File: src/sv/odps_pkg.sv
// Shared types, constants and helpers of the odometry pose and stillness unit.
`default_nettype none

package odps_pkg;

    localparam int WINDOW_DEPTH = 20;
    localparam int WIN_IDX_W    = $clog2(WINDOW_DEPTH);

    // serial multiplier operand widths
    localparam int MUL_A_W = 33;
    localparam int MUL_B_W = 32;
    localparam int MUL_P_W = MUL_A_W + MUL_B_W;
    localparam int MUL_CNT_W = $clog2(MUL_B_W);

    localparam logic [MUL_B_W-1:0] SPEED_GAIN = MUL_B_W'(200);

    localparam logic signed [32:0] WIN_LIMIT   = 33'sd320;
    localparam logic signed [31:0] TURN_LIMIT  = 32'sd2560;
    localparam logic signed [31:0] ANGLE_LIMIT = 32'sd128;
    localparam logic [3:0]         COUNT_MAX   = 4'd15;
    localparam logic [3:0]         COUNT_STILL = 4'd10;

    // register indexes
    localparam logic [2:0] REG_CORRECT_X  = 3'd0;
    localparam logic [2:0] REG_CORRECT_Y  = 3'd1;
    localparam logic [2:0] REG_COUNT_SCL  = 3'd2;
    localparam logic [2:0] REG_ROT_COS    = 3'd3;
    localparam logic [2:0] REG_ROT_SIN    = 3'd4;
    localparam logic [2:0] REG_OFFSET_X   = 3'd5;
    localparam logic [2:0] REG_OFFSET_Y   = 3'd6;
    localparam logic [2:0] REG_HEAD_OFF   = 3'd7;

    typedef struct packed {
        logic signed [31:0] raw_x;
        logic signed [31:0] raw_y;
        logic signed [31:0] raw_heading;
        logic               chassis_ready;
        logic               slide_ready;
    } sample_t;

    typedef struct packed {
        logic signed [31:0] pos_x;
        logic signed [31:0] pos_y;
        logic signed [31:0] pos_heading;
        logic signed [31:0] speed_x;
        logic signed [31:0] speed_y;
        logic signed [31:0] speed_heading;
        logic               still;
        logic               angle_still;
    } result_t;

    typedef struct packed {
        logic               start;
        logic               neg;
        logic [MUL_A_W-1:0] a;
        logic [MUL_B_W-1:0] b;
    } mul_req_t;

    typedef struct packed {
        logic                     done;
        logic signed [MUL_P_W:0]  product;
    } mul_rsp_t;

    function automatic logic signed [31:0] sat32(input logic signed [66:0] v);
        logic same;
        same = (&v[66:31]) || !(|v[66:31]);
        if (same)
            return v[31:0];
        else if (v[66])
            return 32'sh8000_0000;
        else
            return 32'sh7FFF_FFFF;
    endfunction

    function automatic logic [32:0] abs33(input logic signed [32:0] v);
        return v[32] ? 33'(-v) : 33'(v);
    endfunction

endpackage

`default_nettype wire

File: src/sv/odps_mul.sv
// Bit-serial shift-add multiplier, one multiplier bit per cycle, sign applied at the end.
`default_nettype none

module odps_mul (
    input  wire logic              clk,
    input  wire logic              rst_n,
    input  wire odps_pkg::mul_req_t req,
    output odps_pkg::mul_rsp_t      rsp
);

    logic [odps_pkg::MUL_P_W-1:0]   p_reg, p_next;
    logic [odps_pkg::MUL_A_W-1:0]   a_reg;
    logic                           neg_reg;
    logic [odps_pkg::MUL_CNT_W-1:0] cnt_reg;
    logic                           busy_reg;
    logic                           done_reg;
    logic [odps_pkg::MUL_A_W:0]     sum;

    always_comb
    begin
        sum = {1'b0, p_reg[odps_pkg::MUL_P_W-1:odps_pkg::MUL_B_W]}
            + (p_reg[0] ? {1'b0, a_reg} : '0);
        p_next = {sum, p_reg[odps_pkg::MUL_B_W-1:1]};
    end

    always_ff @(posedge clk or negedge rst_n)
    begin
        if (!rst_n)
        begin
            busy_reg <= 1'b0;
            done_reg <= 1'b0;
            cnt_reg  <= '0;
        end
        else
        begin
            done_reg <= 1'b0;
            if (req.start)
            begin
                busy_reg <= 1'b1;
                cnt_reg  <= '0;
            end
            else if (busy_reg)
            begin
                cnt_reg <= cnt_reg + 1'b1;
                if (cnt_reg == odps_pkg::MUL_CNT_W'(odps_pkg::MUL_B_W - 1))
                begin
                    busy_reg <= 1'b0;
                    done_reg <= 1'b1;
                end
            end
        end
    end

    always_ff @(posedge clk)
    begin
        if (req.start)
        begin
            p_reg   <= {{odps_pkg::MUL_A_W{1'b0}}, req.b};
            a_reg   <= req.a;
            neg_reg <= req.neg;
        end
        else if (busy_reg)
        begin
            p_reg <= p_next;
        end
    end

    always_comb
    begin
        rsp.done    = done_reg;
        rsp.product = neg_reg ? -$signed({1'b0, p_reg}) : $signed({1'b0, p_reg});
    end

endmodule

`default_nettype wire

File: config.mk
export PLATFORM = sky130hd
export DESIGN_NAME = odps_mul
export DESIGN_NICKNAME = d
export VERILOG_FILES = /design/src/sv/odps_pkg.sv /design/src/sv/odps_mul.sv
export SDC_FILE = /design/constraint.sdc
export NUM_CORES = 1
export LEC_CHECK = 0
export BUFFER_PORTS_ARGS = -buffer_cell sky130_fd_sc_hd__buf_2
export CORE_MARGIN = 1.5
export CORE_UTILIZATION = 51
export DETAILED_ROUTE_END_ITERATION = 7
export PLACE_DENSITY_LB_ADDON = 0.15
export SYNTH_ARGS = -nofsm -noshare
export SYNTH_HDL_FRONTEND = slang
export SYNTH_SLANG_ARGS = --single-unit
File: constraint.sdc
create_clock -name clk -period 3.1 [get_ports clk]
set_input_delay 0 -clock clk [delete_from_list [all_inputs] [get_ports clk]]
set_output_delay 0 -clock clk [all_outputs]
set_load 0.02 [all_outputs]
==> flow_summary.yaml <==
drt:
  wl_per_cell_um: 16.4
  first_pass_iters: 5
  ant_nets: 0
  drt_iter0_drc: 377
  drcViolationCount: 0
  via_per_inst: 5.51
  vias: 6344
  routed_wl_mm: 18.9
yosys:
  yosys.area_share.simple_pct: 14.9
  synth-compound-area-share_pct: 16.7
  synthXorXnorAreaFrac_pct: 11.5
  synth_seq_cells: 106
  yosysUniqueCellTypes: 58
  synthMuxAreaShare_pct: 7.50
  yosys_warnings: 0
  syn_area_um2: 7050
  synth_seq_area_share_pct: 40.0
  syn_nets: 799
  synthAdderAreaFrac_pct: 6.67
  ys_async_sr_fraction_pct: 6.60
  synth-edff-count: 66
  avgSynthCellArea_um2: 10.2
  synth_flop_cell: "edfxtp_1"
  synth_top_family_by_area: "compound AO/OA/AOI/OAI gates"
  syn_inst: 693
place:
  dp.cells: 1061
  dp_hpwl_mm: 13.2
  dpl_cell_area_um2: 8590
  routabilityCongestion: 0.908
  io_buffer_count: 135
sta:
  fin_crit_sh_pct: 120
  setup_viol: 25
  maxSlewHeadroom_pct: 48.7
  slew_violations: 0
  worst_slew_pin_slew_ns: 0.770
  clock_skew_ns: 0.00773
  grt_setup_unrepaired: "yes"
  fin_setup_tns_ns: -9.63
  worst_hold_slack_ns: 0.288
  hold_viol_final: 0
  fmax_ghz: 0.268
  setup_ws_ns: -0.629
  layout_min_cycle_time_ns: 3.73
power_and_ir_drop:
  leakagePower_nw: 4.37
  totalPowerFinal_w: 0.00546
  vdd_ir_drop_max_mv: 0.418
  power_density_nw_per_um2: 548
clocking:
  cts_buffers: 9
  htreeDepth: 3
  path_clk_slew_ns: 0.07
  clock-sinks: 106
  cts_tree: "built"
  root_buffer: "clkbuf_16"
  clockBufferDepth: 2
  clock_latency_ns: 0.36
cells_and_area:
  syn2layout_area_growth_pct: 41.1
  fin_nets: 1076
  fin_cells: 1151
  stdcell_area_um2: 9950
  antenna_cells: 0
  largest_register_ffs: 65
  drive_above_1_share_pct: 35.4
die:
  die_height_um: 121
  die_w_um: 121
  initial_core_util_pct: 52.8
  die_area_um2: 14500
  rows: 42
  io-pin-count: 136
  core-area_um2: 13300
global_routing:
  grt_pass1_wl_mm: 29.3
  grt_max_degree: 67
  met3_usage_pct: 5.19
  grt_pass1_vias: 6084
  track_usage_pct: 25.6
  grt_util_met2_pct: 44.3
  grt.busiest_layer: "met2"
  grt-ovfl-total: 0
  met1_usage_pct: 32.2
  antenna_found_initial: 0
hold_path:
  whs_path_depth: 3
  hold_path.class: "in2reg"
outcome:
  failed_checks: "negative setup slack"
  status: "finished with violations"
worst_setup_path:
  end_kind: "primary output"
  cp-start-kind: "flip-flop"
  crit_arrival_ns: 3.73
  critPathKind: "reg2out"
  worstPathMaxFanout: 6
  r2r_cells: 15
  cp.required_ns: 3.10
job:
  cap_violations: 0
-- synth_stat cells (13+ instances only) --
cell,n,share of area (%)
xor2_1,13,1.6
edfxtp_1,66,28
o31ai_1,16,1.7
clkbuf_1,29,1.5
a21oi_1,32,2.3
mux2_2,31,4.9
dfxtp_1,33,9.4
xnor2_1,80,9.9
and2_1,35,3.1
a22o_1,15,1.9
o21ai_0,38,2.7
ha_1,36,6.4
nand2_1,38,2.0
mux2i_1,18,2.6
a21o_1,17,1.8
nor2_1,43,2.3
-- report_power, final --
group | internal (W) | leakage (nW) | total (W) | switching, W
Sequential | 0.00169 | 1.04 | 0.00189 | 0.000194
Combinational | 0.00107 | 3.17 | 0.00227 | 0.00120
Clock | 0.000789 | 0.160 | 0.00130 | 0.000510
-- through the flow --
| stage | utilization [%] | setup slack, ns |
|---|---|---|
| after floorplan | - | -0.106 |
| after global placement | 64.4 | -0.249 |
| after detailed placement | 64.4 | -0.328 |
| after CTS | 73.4 | -0.698 |
| after global routing | 74.6 | -0.745 |
| final | 74.6 | -0.629 |
-- critical path, stage by stage, from the launching register on --
cell and delay, ns:
edfxtp_1 0.40, or4_4 0.55, or3_4 0.34, or4_4 0.44
nor3_4 0.18, nand3_2 0.10, or3_4 0.35, or3_4 0.44
o31ai_4 0.28, xnor2_2 0.13, buf_4 0.16
-- final cells by class --
cell class / instances / area, µm²
inverter: 11 / 41.3
multi-input combinational: 539 / 4360
tap: 176 / 220
fill: 922 / 3390
clock buffer: 11 / 233
sequential: 106 / 2820
clock inverter: 5 / 103
timing repair buffer: 303 / 2180
-- path summary, 6_finish.rpt --
kind | from | to | slack (ns)
min in group asynchronous | rst_n | cnt_reg[2] | 0.59
hold reg to reg | cnt_reg[4] | cnt_reg[4] | 0.55
setup reg to reg | p_reg[0] | p_reg[59] | 0.09
setup / recovery | p_reg[29] | rsp[59] | -0.63
hold / removal | req[66] | cnt_reg[1] | 0.29
max in group asynchronous | rst_n | cnt_reg[0] | 2.26
-- placed cells by master, fill, tap and decap left out, types with 15 or more instances in the layout --
cell,count
mux2_2,31
dlygate4sd3_1,68
buf_2,110
a22o_1,15
xnor2_1,69
nor2_1,43
and2_1,35
nand2_1,36
ha_1,32
edfxtp_1,66
mux2i_1,18
o21ai_0,22
a21o_1,17
dfxtp_1,33
buf_4,121
a21oi_1,25
-- cells by family (layout without fill, tap and decap cells) --
logic type,count (synthesis),count (layout)
adders and majority gates,37,37
DFF,106,106
AOI/OAI and AO/OA,168,168
muxes,49,49
and+or+nand+nor,192,192
xor gates and xnor gates,93,93
buffers and inverters,48,330
-- metal layers --
layer / wire length (µm) / up-vias
met3: 958 / 34
met4: 380 / 0
met2: 9220 / 215
met5: 0 / -
met1: 8310 / 2988
li1: - / 3107
-- timing repair --
item | in CTS | in global routing
buffers inserted | 5 | 2
gates resized for setup | 42 | 47
hold endpoints to repair | 73 | 0
endpoints found under the setup margin | 37 | 48
pin swaps | 11 | 19
hold buffers | 68 | 0
(Power assumes the default switching activity.)
